$ cat src/design/tpad_pkg.sv
// Shared types, constants and helpers for the phase-angle dimmer.
package tpad_pkg;

   // Width of the delay and pulse tick counter
   localparam int unsigned COUNT_WIDTH = 16;

   localparam int unsigned DELAY_WIDTH  = 16;
   localparam int unsigned GATE_TIME_WIDTH = 16;
   localparam int unsigned FILTER_WIDTH = 8;
   localparam int unsigned CSR_WIDTH    = 16;
   localparam int unsigned CSR_IDX_WIDTH = 2;

   localparam logic [COUNT_WIDTH-1:0] CNT_MAX = {COUNT_WIDTH{1'b1}};
   localparam logic [FILTER_WIDTH-1:0] FILTER_MAX = {FILTER_WIDTH{1'b1}};

   // Register reset values
   localparam logic [DELAY_WIDTH-1:0]     FIRE_DELAY_RST   = 16'd0;
   localparam logic [GATE_TIME_WIDTH-1:0] GATE_PULSE_RST   = 16'd100;
   localparam logic [FILTER_WIDTH-1:0]    GLITCH_FILTER_RST = 8'd50;

   // Register indexes
   localparam logic [CSR_IDX_WIDTH-1:0] CSR_FIRE_DELAY    = 2'd0;
   localparam logic [CSR_IDX_WIDTH-1:0] CSR_GATE_PULSE    = 2'd1;
   localparam logic [CSR_IDX_WIDTH-1:0] CSR_GLITCH_FILTER = 2'd2;

   typedef enum logic [1:0] {
      PH_ARMED   = 2'd0,
      PH_QUAL    = 2'd1,
      PH_DELAY   = 2'd2,
      PH_PULSE   = 2'd3
   } phase_type;

   // Limit for a tick count: zero acts as one, large values saturate
   function automatic logic [COUNT_WIDTH-1:0] clamp_limit(input logic [15:0] value);
      logic [31:0] v32;
      logic [31:0] max32;
      v32   = 32'(value);
      max32 = 32'(CNT_MAX);
      if (v32 == 32'd0) begin
         v32 = 32'd1;
      end
      if (v32 > max32) begin
         v32 = max32;
      end
      return COUNT_WIDTH'(v32);
   endfunction

endpackage

$ cat src/design/tpad_if.sv
// Request and response channel interfaces of the dimmer.
interface tpad_req_if;
   logic valid;
   logic ready;
   logic zero_cross_level;

   modport source (output valid, output zero_cross_level, input ready);
   modport sink   (input valid, input zero_cross_level, output ready);
endinterface

interface tpad_rsp_if;
   import tpad_pkg::*;
   logic      valid;
   logic      ready;
   logic      gate_drive;
   logic      crossing_seen;
   logic [1:0] phase;

   modport source (output valid, output gate_drive, output crossing_seen, output phase,
                   input ready);
   modport sink   (input valid, input gate_drive, input crossing_seen, input phase,
                   output ready);
endinterface

$ cat src/design/triac_phase_angle_dimmer.sv
// Top level of the phase-angle TRIAC dimmer.
//
//   channel   direction  contents
//   req_if    in         zero_cross_level, one timer tick per request
//   rsp_if    out        gate_drive, crossing_seen, phase
//   csr_*     in         fire_delay_ticks, gate_pulse_ticks, glitch_filter_ticks
//
// One request per cycle; the state update and the response are computed in
// one pass and land in the state and response registers on the accepting edge.
// The response register stalls the request side only while it holds a response
// that is not being taken in the same cycle.
// Reset is synchronous: it clears the state and response valid, presets the CSRs.
module triac_phase_angle_dimmer
   import tpad_pkg::*;
(
   input  logic                     clock,
   input  logic                     reset,
   tpad_req_if.sink                 req_if,
   tpad_rsp_if.source               rsp_if,
   input  logic                     csr_wr_en,
   input  logic [CSR_IDX_WIDTH-1:0] csr_index,
   input  logic [CSR_WIDTH-1:0]     csr_wr_data
);

   logic [DELAY_WIDTH-1:0]     fire_delay_ff;
   logic [GATE_TIME_WIDTH-1:0] gate_pulse_ff;
   logic [FILTER_WIDTH-1:0]    glitch_filter_ff;

   phase_type               phase_ff, phase_in;
   logic [COUNT_WIDTH-1:0]  tick_ff, tick_in;
   logic                    ref_level_ff, ref_level_in;
   logic [FILTER_WIDTH-1:0] filter_ff, filter_in;

   logic                    rsp_valid_ff;
   logic                    gate_ff;
   logic                    seen_ff, seen_in;
   logic [1:0]              phase_out_ff;

   logic                    req_accept;
   logic                    check;
   logic [COUNT_WIDTH-1:0]  tick_inc;
   logic [COUNT_WIDTH-1:0]  delay_limit;
   logic [COUNT_WIDTH-1:0]  pulse_limit;
   logic                    level;

   assign req_if.ready = !rsp_valid_ff || rsp_if.ready;
   assign req_accept   = req_if.valid && req_if.ready;
   assign level        = req_if.zero_cross_level;

   // Configuration registers
   always_ff @(posedge clock) begin
      if (reset) begin
         fire_delay_ff    <= FIRE_DELAY_RST;
         gate_pulse_ff    <= GATE_PULSE_RST;
         glitch_filter_ff <= GLITCH_FILTER_RST;
      end else if (csr_wr_en) begin
         case (csr_index)
            CSR_FIRE_DELAY:    fire_delay_ff    <= csr_wr_data[DELAY_WIDTH-1:0];
            CSR_GATE_PULSE:    gate_pulse_ff    <= csr_wr_data[GATE_TIME_WIDTH-1:0];
            CSR_GLITCH_FILTER: glitch_filter_ff <= csr_wr_data[FILTER_WIDTH-1:0];
            default: ;
         endcase
      end
   end

   assign delay_limit = clamp_limit(fire_delay_ff);
   assign pulse_limit = clamp_limit(gate_pulse_ff);
   assign tick_inc    = (tick_ff == CNT_MAX) ? tick_ff : tick_ff + COUNT_WIDTH'(1);

   // Next state for one tick
   always_comb begin
      phase_in     = phase_ff;
      tick_in      = tick_ff;
      ref_level_in = ref_level_ff;
      filter_in    = filter_ff;
      seen_in      = 1'b0;
      check        = 1'b0;
      case (phase_ff)
         PH_ARMED: begin
            if (level != ref_level_ff) begin
               ref_level_in = level;
               filter_in    = '0;
               phase_in     = PH_QUAL;
               check        = 1'b1;
            end
         end
         PH_QUAL: begin
            if (level != ref_level_ff) begin
               ref_level_in = level;
               filter_in    = '0;
            end else if (filter_ff != FILTER_MAX) begin
               filter_in = filter_ff + FILTER_WIDTH'(1);
            end
            check = 1'b1;
         end
         PH_DELAY: begin
            tick_in = tick_inc;
            if (tick_inc >= delay_limit) begin
               tick_in  = '0;
               phase_in = PH_PULSE;
            end
         end
         default: begin
            tick_in = tick_inc;
            if (tick_inc >= pulse_limit) begin
               tick_in      = '0;
               phase_in     = PH_ARMED;
               ref_level_in = level;
            end
         end
      endcase
      // Qualified zero crossing starts the firing delay
      if (check && (filter_in >= glitch_filter_ff)) begin
         seen_in   = 1'b1;
         filter_in = '0;
         tick_in   = '0;
         phase_in  = PH_DELAY;
      end
   end

   // State registers
   always_ff @(posedge clock) begin
      if (reset) begin
         phase_ff     <= PH_ARMED;
         tick_ff      <= '0;
         ref_level_ff <= 1'b0;
         filter_ff    <= '0;
      end else if (req_accept) begin
         phase_ff     <= phase_in;
         tick_ff      <= tick_in;
         ref_level_ff <= ref_level_in;
         filter_ff    <= filter_in;
      end
   end

   // Response register
   always_ff @(posedge clock) begin
      if (reset) begin
         rsp_valid_ff <= 1'b0;
      end else if (req_accept) begin
         rsp_valid_ff <= 1'b1;
      end else if (rsp_if.ready) begin
         rsp_valid_ff <= 1'b0;
      end
   end

   always_ff @(posedge clock) begin
      if (req_accept) begin
         gate_ff      <= (phase_in == PH_PULSE);
         seen_ff      <= seen_in;
         phase_out_ff <= 2'(phase_in);
      end
   end

   assign rsp_if.valid         = rsp_valid_ff;
   assign rsp_if.gate_drive    = gate_ff;
   assign rsp_if.crossing_seen = seen_ff;
   assign rsp_if.phase         = phase_out_ff;

   // Checks
   a_gate_matches_phase: assert property (@(posedge clock) disable iff (reset)
      rsp_valid_ff |-> (gate_ff == (phase_out_ff == 2'(PH_PULSE))))
      else $error("gate drive disagrees with reported phase");

   a_seen_starts_delay: assert property (@(posedge clock) disable iff (reset)
      (rsp_valid_ff && seen_ff) |-> (phase_out_ff == 2'(PH_DELAY)))
      else $error("crossing reported without entering delay");

   a_tick_idle_zero: assert property (@(posedge clock) disable iff (reset)
      ((phase_ff == PH_ARMED) || (phase_ff == PH_QUAL)) |-> (tick_ff == '0))
      else $error("tick counter not cleared while armed or qualifying");

   a_no_overwrite: assert property (@(posedge clock) disable iff (reset)
      (rsp_valid_ff && !rsp_if.ready) |=> ($stable(seen_ff) && $stable(phase_out_ff)))
      else $error("held response overwritten");

endmodule
$ cat src/flat_wrapper.sv
// flat-port wrapper written by rule: the top's interface ports become plain ports
module triac_phase_angle_dimmer_flat import tpad_pkg::*;
  (clock, reset, csr_wr_en, csr_index, csr_wr_data, req_if_valid, req_if_zero_cross_level, req_if_ready, rsp_if_valid, rsp_if_gate_drive, rsp_if_crossing_seen, rsp_if_phase, rsp_if_ready);
  tpad_req_if req_if_i ();
  tpad_rsp_if rsp_if_i ();
  input  logic clock;
  input  logic reset;
  input  logic csr_wr_en;
  input  logic [CSR_IDX_WIDTH-1:0] csr_index;
  input  logic [CSR_WIDTH-1:0] csr_wr_data;
  input wire logic [$bits(req_if_i.valid)-1:0] req_if_valid;
  input wire logic [$bits(req_if_i.zero_cross_level)-1:0] req_if_zero_cross_level;
  output wire logic [$bits(req_if_i.ready)-1:0] req_if_ready;
  output wire logic [$bits(rsp_if_i.valid)-1:0] rsp_if_valid;
  output wire logic [$bits(rsp_if_i.gate_drive)-1:0] rsp_if_gate_drive;
  output wire logic [$bits(rsp_if_i.crossing_seen)-1:0] rsp_if_crossing_seen;
  output wire logic [$bits(rsp_if_i.phase)-1:0] rsp_if_phase;
  input wire logic [$bits(rsp_if_i.ready)-1:0] rsp_if_ready;
  assign req_if_i.valid = req_if_valid;
  assign req_if_i.zero_cross_level = req_if_zero_cross_level;
  assign req_if_ready = req_if_i.ready;
  assign rsp_if_valid = rsp_if_i.valid;
  assign rsp_if_gate_drive = rsp_if_i.gate_drive;
  assign rsp_if_crossing_seen = rsp_if_i.crossing_seen;
  assign rsp_if_phase = rsp_if_i.phase;
  assign rsp_if_i.ready = rsp_if_ready;
  triac_phase_angle_dimmer u_core (.clock(clock), .reset(reset), .req_if(req_if_i), .rsp_if(rsp_if_i), .csr_wr_en(csr_wr_en), .csr_index(csr_index), .csr_wr_data(csr_wr_data));
endmodule
$ cat config.mk
export PLATFORM = sky130hd
export DESIGN_NAME = triac_phase_angle_dimmer_flat
export DESIGN_NICKNAME = d
export VERILOG_FILES = /design/src/design/tpad_pkg.sv /design/src/design/tpad_if.sv /design/src/design/triac_phase_angle_dimmer.sv /design/src/flat_wrapper.sv
export SDC_FILE = /design/constraint.sdc
export NUM_CORES = 1
export LEC_CHECK = 0
export BUFFER_PORTS_ARGS = -buffer_cell sky130_fd_sc_hd__buf_2
export CAP_MARGIN = 5
export CORE_ASPECT_RATIO = 0.5
export CORE_UTILIZATION = 65
export CTS_BUF_LIST = sky130_fd_sc_hd__clkbuf_8
export DETAILED_ROUTE_END_ITERATION = 10
export PLACE_DENSITY = 0.92
export SYNTH_ARGS = -nofsm -noshare
export SYNTH_HDL_FRONTEND = slang
export SYNTH_SLANG_ARGS = --single-unit
$ cat constraint.sdc
create_clock -name clock -period 9.7 [get_ports clock]
set_input_delay 0.485 -clock clock [delete_from_list [all_inputs] [get_ports clock]]
set_output_delay 0.485 -clock clock [all_outputs]
set_load 0.02 [all_outputs]
==> qor.txt, run 1 <==
met2 GRT Util: 53.0%
Worst Hold Launch: csr_wr_data[14]
share of layout cells above drive strength 1: 10.1%
worst r2r dst: u_core.tick_ff[2]
worst-skew pair later-pin latency: 0.37 ns
Worst R2R Path Depth: 16
total routed wirelength: 10,600 um
Hold Buf Count CTS: 0
Yosys reg bits: 72
largest net degree at the start of global routing: 48
largest family of logic cells by synthesized area: simple AND/OR/NAND/NOR gates
Die Ht: 59.3 um
Final Max Tran Viols: 0
CP required: 10.00 ns
Synth Area in Adders: 11.4%
Max transition margin: 45.2%
PostCTS Resize Cnt: 0
Max FO, Critical Path: 13
dpl hpwl: 7740 um
FILL cells: 506
Initial DRT Pass Iterations: 5
core footprint: 6210 um^2
WHS Endpoint: u_core.fire_delay_ff[14]
Iter 0 DRT Violations: 488
Max Clock Freq: 209 MHz
# setup viols final: 0
via-per-instance ratio: 6.06
RePlAce Congestion: 0.961
FF+latch area: 1480 um^2
synth unique cells: 53
Synth Flop Type: dfxtp_1
Setup WS pre-CTS: 5.11 ns
total CTS buffers: 9
Routed Antenna Nets: 0
Synth Area in Simple Gates: 23.9%
Syn Inst Count: 571
r2r startpoint: u_core.tick_ff[10]
status: completed
max_cap viols: 0
via count: 4,141
Mapped Nets: 633
Least-Margin Pin Slew: 0.816 ns
Sink Count: 72
crit end category: register
Pwr Total: 623 uW
H-tree levels: 3
xor/xnor cell area share of the yosys netlist: 2.05%
Setup Crit Path Kind: register to register
mux cell area share after synthesis: 0.469%
Total Routing Usage GR: 33.1%
startpoint types: register
register area share after synthesis: 34.7%
Leak: 1.88 nW
Initial Utilization: 68.7%
met1 GRT Util: 42.6%
EDFF count, synth: 4
vias in the first global route: 3,770
final setup TNS: 0 ns
Layout Cells excl Fill: 683
Yosys Warn Count: 0
Routed WL per cell: 15.5 um
type of the most critical hold path: primary input to register
Die ar.: 6910 um^2
worst hold path cell count: 3
placed cell area: 4440 um^2
DIE WIDTH: 117 um
first-pass GRT wire length: 17,200 um
Fin Clk Skew: 0.00817 ns
clock tree buffer depth: 2
DRC viols: 0
RSZ-0062 raised after global routing: no
VDD IR max: 0.0855 mV
# diodes: 0
Cells after DPL: 667
Setup WS post-layout: 4.92 ns
Post-Syn Area per Cell: 7.47 um^2
Final Critical Period: 4.78 ns
post-synthesis async set-or-reset flop share: 0%
Final Cycle Share: 49.3%
FP Rows: 20
met3 usage: 9.30%
Power Dens Cells: 134 nW/um^2
multi-input logic area: 2460 um^2
Area growth syn-to-layout: 8.66%
CTS tree: yes
gr ovfl total: 0
synthesized area: 4260 um^2
CTS root buffer: clkbuf_8
R2R Setup Slk: 4.92 ns
Finished Cell Area: 4630 um^2
GR peak layer: met2
port buffer count: 29
Crit path arrival time: 5.08 ns
Synth Area in Compound Gates: 20.0%
final net count: 652
IO Pins: 30
Clk pin slew, worst setup/hold paths: 0.08 ns
initial antenna violation count: 0
Final Hold Vio Count: 0
Post-CTS Setup Inserts: 0
## flip-flops by register name, summed over array words and instances, names as in the netlist
register and cells:
u_core.fire_delay_ff 16, u_core.gate_pulse_ff 16, u_core.tick_ff 16, u_core.filter_ff 8, u_core.glitch_filter_ff 8, u_core.phase_ff 2, u_core.rsp_if.phase 2, u_core.ref_level_ff 1
u_core.rsp_if.crossing_seen 1, u_core.rsp_if.gate_drive 1, u_core.rsp_if.valid 1
## kinds of logic (layout without fill, tap and decap cells)
logic type                 count (synthesis)  in the layout
and+or+nand+nor                          223            223
xor gates and xnor gates                  10             10
DFF                                       72             72
muxes                                      2              2
buffers and inverters                     83            107
AOI/OAI and AO/OA                        142            142
adders and majority gates                 39             39
## layout by cell type (no fill, tap or decap), types with 3 or more instances in the layout
| cell | instances |
|---|---|
| a21o_1 | 14 |
| a21oi_1 | 66 |
| a31oi_1 | 3 |
| and3_1 | 4 |
| buf_2 | 29 |
| clkbuf_8 | 9 |
| clkinv_2 | 3 |
| dfxtp_1 | 68 |
| edfxtp_1 | 4 |
| ha_1 | 38 |
| inv_1 | 59 |
| nand2_1 | 110 |
| nand2b_1 | 6 |
| nand3_1 | 35 |
| nor2_1 | 27 |
| nor3_1 | 10 |
| nor4_1 | 9 |
| o211ai_1 | 6 |
| o21ai_0 | 22 |
| o21ai_1 | 8 |
| o31ai_1 | 4 |
| or2_2 | 8 |
| or3_1 | 3 |
| xnor2_1 | 9 |
## worst max path at each step
stage	cells after the start	end	slack, ns	from
floorplan	18	u_core.tick_ff[1]	5.94	u_core.tick_ff[6]
detailed placement	16	u_core.tick_ff[2]	5.11	u_core.tick_ff[10]
global route	16	u_core.tick_ff[0]	4.66	u_core.tick_ff[10]
finish	16	u_core.tick_ff[2]	4.92	u_core.tick_ff[10]
CTS	16	u_core.tick_ff[2]	5.08	u_core.tick_ff[10]
global placement	16	u_core.tick_ff[2]	5.37	u_core.tick_ff[10]
## stage by stage
step | utilization, % | hold WS, ns
after floorplan | - | 0.436
after global placement | 71.5 | 0.444
after detailed placement | 71.5 | 0.451
after CTS | 74.7 | 0.352
after global routing | 74.7 | 0.363
final | 74.7 | 0.360
## critical path, cell delays in order, from the launching register on
cell and delay (ns):
dfxtp_1 0.40, nand3_1 0.19, or3_1 0.45, or3_1 0.52
nand2b_1 0.20, nor2_1 0.07, xnor2_1 0.32, ha_1 0.32
and4_1 0.20, a211oi_1 0.21, o21ai_0 0.10, a221oi_1 0.31
o31ai_1 0.14, nor3_1 0.68, or2_4 0.35, nand3_1 0.10
a21oi_1 0.15
## cell usage after synthesis, types with 2 or more instances
cell	count	area, um^2
nand2_1	110	413
dfxtp_1	68	1360
a21oi_1	66	330
inv_1	59	221
ha_1	38	475
nand3_1	35	175
nor2_1	27	101
o21ai_0	22	110
clkbuf_1	19	71.3
a21o_1	14	105
nor3_1	10	50.1
nor4_1	9	56.3
xnor2_1	9	78.8
o21ai_1	8	40.0
or2_2	8	50.1
nand2b_1	6	37.5
o211ai_1	6	45.0
and3_1	4	25.0
edfxtp_1	4	120
o31ai_1	4	30.0
a31oi_1	3	18.8
or3_1	3	18.8
a221oi_1	2	17.5
a41o_1	2	20.0
buf_1	2	7.51
mux2i_1	2	20.0
nand4_1	2	12.5
o21a_1	2	15.0
o22a_1	2	17.5
o41ai_1	2	17.5
## power breakdown
part / internal [mW] / switching, mW
logic: 0.0255 / 0.0459
clock network: 0.119 / 0.119
registers: 0.306 / 0.00709
total: 0.451 / 0.172
## area by class of cell
class,count,share of cell area (%)
flip-flops and latches,72,32.0
inverters,60,4.86
clock buffers,9,2.67
well taps,88,2.38
clock inverters,7,1.51
multi-input cells,416,53.1
repair buffers,31,3.46
## layer usage
layer	vias up	share of wire [%]	routed length (um)
li1	2007	-	-
met1	1902	44	4700
met2	196	45	4710
met3	36	8.1	859
met4	0	2.8	301
met5	-	0	0
No activity file was read; power rests on OpenSTA's default activity.
==> run 2, diff against run 1 <==
CORE_UTILIZATION = 63   (was 65)
PLACE_DENSITY = 0.9   (was 0.92)
clock period = 4.9 ns   (was 9.7 ns; I/O delays follow)
==> qor.txt, run 2 (synthesis gave the netlist of run 1 again) <==
final net count: 653
startpoint types: register
via count: 4,074
via-per-instance ratio: 5.96
Die ar.: 7120 um^2
Total Routing Usage GR: 31.5%
clock tree buffer depth: 2
Area growth syn-to-layout: 9.48%
FILL cells: 486
max_cap viols: 0
# diodes: 0
Post-CTS Setup Inserts: 0
Sink Count: 72
Iter 0 DRT Violations: 514
Max Clock Freq: 229 MHz
dpl hpwl: 7650 um
Final Critical Period: 4.37 ns
worst-skew pair later-pin latency: 0.37 ns
CTS root buffer: clkbuf_8
Least-Margin Pin Slew: 0.846 ns
vias in the first global route: 3,682
Worst path max stage delay: 0.52 ns
Max transition margin: 43.6%
# setup viols final: 0
final setup TNS: 0 ns
Hold Buf Count CTS: 0
Die Ht: 60.2 um
biggest registers after layout: u_core.fire_delay_ff (16), u_core.gate_pulse_ff (16), u_core.tick_ff (16)
RSZ-0062 raised after global routing: no
Crit path arrival time: 4.60 ns
total CTS buffers: 9
initial antenna violation count: 0
Initial DRT Pass Iterations: 5
worst hold path cell count: 3
port buffer count: 29
Setup Crit Path Kind: register to register
CP required: 5.13 ns
Final Max Tran Viols: 0
Initial Utilization: 67.6%
Min Hold Slack: 0.115 ns
DRC viols: 0
worst path cell trace: nand3_1 > or3_1 > or3_1 > nand2b_1 > nor2_1 > xnor2_1 > ha_1 > and4_1 > a211oi_1 > o21ai_0 > a221oi_1 > o31ai_1 > o21ai_0 > a21oi_1 > mux2i_1 > nor2_1
RePlAce Congestion: 0.947
VDD IR max: 0.138 mV
Routed Antenna Nets: 0
commonest non-fill, non-tap cell in the layout: nand2_1
Fin Clk Skew: 0.00883 ns
gr ovfl total: 0
Worst R2R Path Depth: 16
DIE WIDTH: 118 um
CP max-delay cell: or3_1
total routed wirelength: 10,400 um
PostCTS Resize Cnt: 0
Max FO, Critical Path: 11
share of layout cells above drive strength 1: 10.1%
Final Hold Vio Count: 0
Leak: 1.89 nW
crit end category: register
Routed WL per cell: 15.3 um
H-tree levels: 3
most frequent cells in the layout: 110 x nand2_1, 68 x dfxtp_1, 66 x a21oi_1
Power Dens Cells: 276 nW/um^2
first-pass GRT wire length: 17,100 um
largest net degree at the start of global routing: 48
status: completed
IO Pins: 30
core footprint: 6310 um^2
CTS tree: yes
type of the most critical hold path: primary input to register
Clk pin slew, worst setup/hold paths: 0.08 ns
Final Cycle Share: 89.1%
FP Rows: 20
run 2: cell count changes in the layout (fill, tap and decap cells not counted), sizes merged:
cell / previous run / this run
clkinvlp: 1 / 2
inv: 61 / 60
buf: 31 / 32
clkinv: 4 / 2
clkbuf: 9 / 10
bufinv: 1 / 2
run 2: critical path: cells and delay by family (launching register included):
kind	cells	cell delay, ns
and+or+nand+nor	7	1.66
AOI/OAI and AO/OA	6	1.43
DFF	1	0.38
adders and majority gates	1	0.31
xor gates and xnor gates	1	0.29
muxes	1	0.16
run 2: metrics by stage:
step	instances	worst slack, ns	util (%)	area, um^2	power [mW]
6_report	684	0.534	74.0	4670	1.29
4_1_cts	684	0.650	74.0	4670	1.29
2_1_floorplan	571	1.14	-	4260	0.729
5_1_grt	684	0.149	74.0	4670	1.34
3_5_place_dp	668	0.648	70.5	4450	0.771
3_3_place_gp	668	0.822	70.5	4450	0.767
run 2: area by class of cell:
class                      count  area [um^2]  share of cell area [%]
multi-input combinational    416         2460                    52.7
timing repair buffer          32          168                    3.59
sequential                    72         1480                    31.7
inverter                      60          225                    4.82
clock buffer                  10          138                    2.95
tap                           88          110                    2.36
clock inverter                 6         83.8                    1.80
run 2: report_power, final:
part           internal (mW)  leakage, nW  switching [mW]
registers              0.607        0.591          0.0142
logic                 0.0515         1.19          0.0902
clock network          0.297        0.110           0.229
run 2: final timing paths:
path	from	end	slack, ns
setup / recovery	u_core.tick_ff[8]	u_core.ref_level_ff	0.53
hold reg to reg	u_core.glitch_filter_ff[2]	u_core.glitch_filter_ff[2]	0.46
setup reg to reg	u_core.tick_ff[8]	u_core.ref_level_ff	0.53
hold / removal	csr_wr_data[14]	u_core.gate_pulse_ff[14]	0.12
run 2: layer usage:
metal | vias up | global-route usage (%) | share of wire, %
met2 | 190 | 50.6 | 45
met4 | 0 | 12.3 | 1.8
li1 | 2003 | - | -
met1 | 1855 | 40.4 | 44
met3 | 26 | 9.64 | 9.2
met5 | - | 0 | 0
==> run 3, diff against run 2 <==
CORE_UTILIZATION = 47   (was 63)
PLACE_DENSITY = 0.61   (was 0.9)
TNS_END_PERCENT = 100   (was not set)
==> qor.txt, run 3 (synthesis gave the netlist of run 1 again) <==
# diodes: 0
Initial DRT Pass Iterations: 5
H-tree levels: 3
CTS root buffer: clkbuf_8
final setup TNS: 0 ns
worst path cell trace: nand3_1 > or3_1 > or3_1 > nand2b_1 > nor2_1 > xnor2_1 > ha_1 > and4_1 > a211oi_1 > o21ai_0 > a221oi_1 > o31ai_1 > nor3_1 > buf_4 > o21ai_1 > a21o_1 > o21ai_0
RePlAce Congestion: 0.848
clock network fraction of total power: 40.1%
CP required: 5.18 ns
delay-heaviest family, CP: simple AND/OR/NAND/NOR gates
Clk pin slew, worst setup/hold paths: 0.08 ns
DRC viols: 0
startpoint types: register
Iter 0 DRT Violations: 209
internal power: 940 uW
# setup viols final: 0
Power Dens Cells: 270 nW/um^2
RSZ-0062 raised after global routing: no
IO Pins: 30
dpl hpwl: 7870 um
Routed Antenna Nets: 0
Final Hold Vio Count: 0
Hold Buf Count CTS: 0
CTS tree: yes
FP Rows: 24
Setup Crit Path Kind: register to register
DIE WIDTH: 137 um
Flop pwr share: 48.8%
commonest non-fill, non-tap cell in the layout: nand2_1
Routed WL per cell: 14.9 um
VDD IR max: 0.134 mV
worst path bufs/invs: 1
Total Routing Usage GR: 24.0%
port buffer count: 29
Min Hold Slack: 0.129 ns
final net count: 653
Final Cycle Share: 88.0%
total routed wirelength: 10,600 um
worst-skew pair later-pin latency: 0.35 ns
Leak: 1.89 nW
initial antenna violation count: 0
type of the most critical hold path: primary input to register
core footprint: 8770 um^2
Max Clock Freq: 232 MHz
Max FO, Critical Path: 11
Sw Pwr: 330 uW
PostCTS Resize Cnt: 0
Least-Margin Pin Slew: 1.04 ns
Die Ht: 69.4 um
FF+latch area: 1480 um^2
most frequent cells in the layout: 110 x nand2_1, 68 x dfxtp_1, 66 x a21oi_1
combinational fraction of design power: 11.1%
multi-input logic area: 2470 um^2
vias in the first global route: 3,476
FILL cells: 865
gr ovfl total: 0
r2r startpoint: u_core.tick_ff[8]
Crit path arrival time: 4.59 ns
largest net degree at the start of global routing: 48
Final Max Tran Viols: 0
Worst path max stage delay: 0.52 ns
switch share: 26.0%
Max transition margin: 30.4%
Fin Clk Skew: 0.00756 ns
Sink Count: 72
Area growth syn-to-layout: 10.2%
Initial Utilization: 48.6%
CP max-delay cell: or3_1
share of layout cells above drive strength 1: 10.1%
Post-CTS Setup Inserts: 0
Worst Hold Launch: req_if_valid
biggest registers after layout: u_core.fire_delay_ff (16), u_core.gate_pulse_ff (16), u_core.tick_ff (16)
clock tree buffer depth: 2
via count: 3,833
crit path launch: u_core.tick_ff[8]
total CTS buffers: 9
crit end category: register
first-pass GRT wire length: 17,400 um
Die ar.: 9480 um^2
via-per-instance ratio: 5.38
status: completed
Final Critical Period: 4.31 ns
max_cap viols: 0
==> run 3: cell types whose count changed in the layout (fill, tap and decap cells not counted) <==
cell and change:
nor3b_1 -1, clkinvlp_4 -1, clkinv_4 +1, clkbuf_8 -1, nor3b_2 +1, inv_1 +1
==> run 3: through the flow <==
stage	worst slack, ns	utilization (%)	power (mW)	cell area (um^2)	instances
2_1_floorplan	1.14	-	0.729	4260	571
3_3_place_gp	0.835	51.2	0.772	4490	697
3_5_place_dp	0.719	51.2	0.773	4490	697
4_1_cts	0.677	53.6	1.29	4700	713
5_1_grt	0.187	53.6	1.33	4700	713
6_report	0.589	53.6	1.27	4700	713
==> run 3: tightest hold or removal path: stages <==
cell and delay (ns):
buf_2 0.10, inv_1 0.04, a21oi_1 0.05
==> run 3: worst paths after layout <==
check	end	slack, ns	cells past startpoint
setup / recovery	u_core.tick_ff[8]	0.59	17
hold / removal	u_core.rsp_if.valid	0.13	3
setup reg to reg	u_core.tick_ff[8]	0.59	17
hold reg to reg	u_core.glitch_filter_ff[3]	0.47	2
==> run 3: cell type report <==
| type | count | share of cell area [%] |
|---|---|---|
| multi-input combinational | 416 | 52.5 |
| sequential | 72 | 31.5 |
| inverter | 60 | 4.79 |
| timing repair buffer | 32 | 3.57 |
| tap | 117 | 3.11 |
| clock buffer | 9 | 2.64 |
| clock inverter | 7 | 1.89 |
==> run 3: power by group through the flow <==
stage               Sequential [mW]  Clock (mW)  Combinational, mW
detailed placement            0.634           0              0.139
global placement              0.634           0              0.138
finish                        0.621       0.509              0.141
floorplan                     0.631           0             0.0984
global route                  0.622       0.548              0.157
CTS                           0.620       0.526              0.140
==> run 3: routing by layer <==
layer	wire length (um)	part of all wire [%]	up-vias	GRT usage, %
li1	-	-	2005	-
met1	5600	53	1747	35.6
met2	4500	42	74	34.7
met3	435	4.1	7	5.26
met4	73	0.69	0	5.93
met5	0	0	-	0
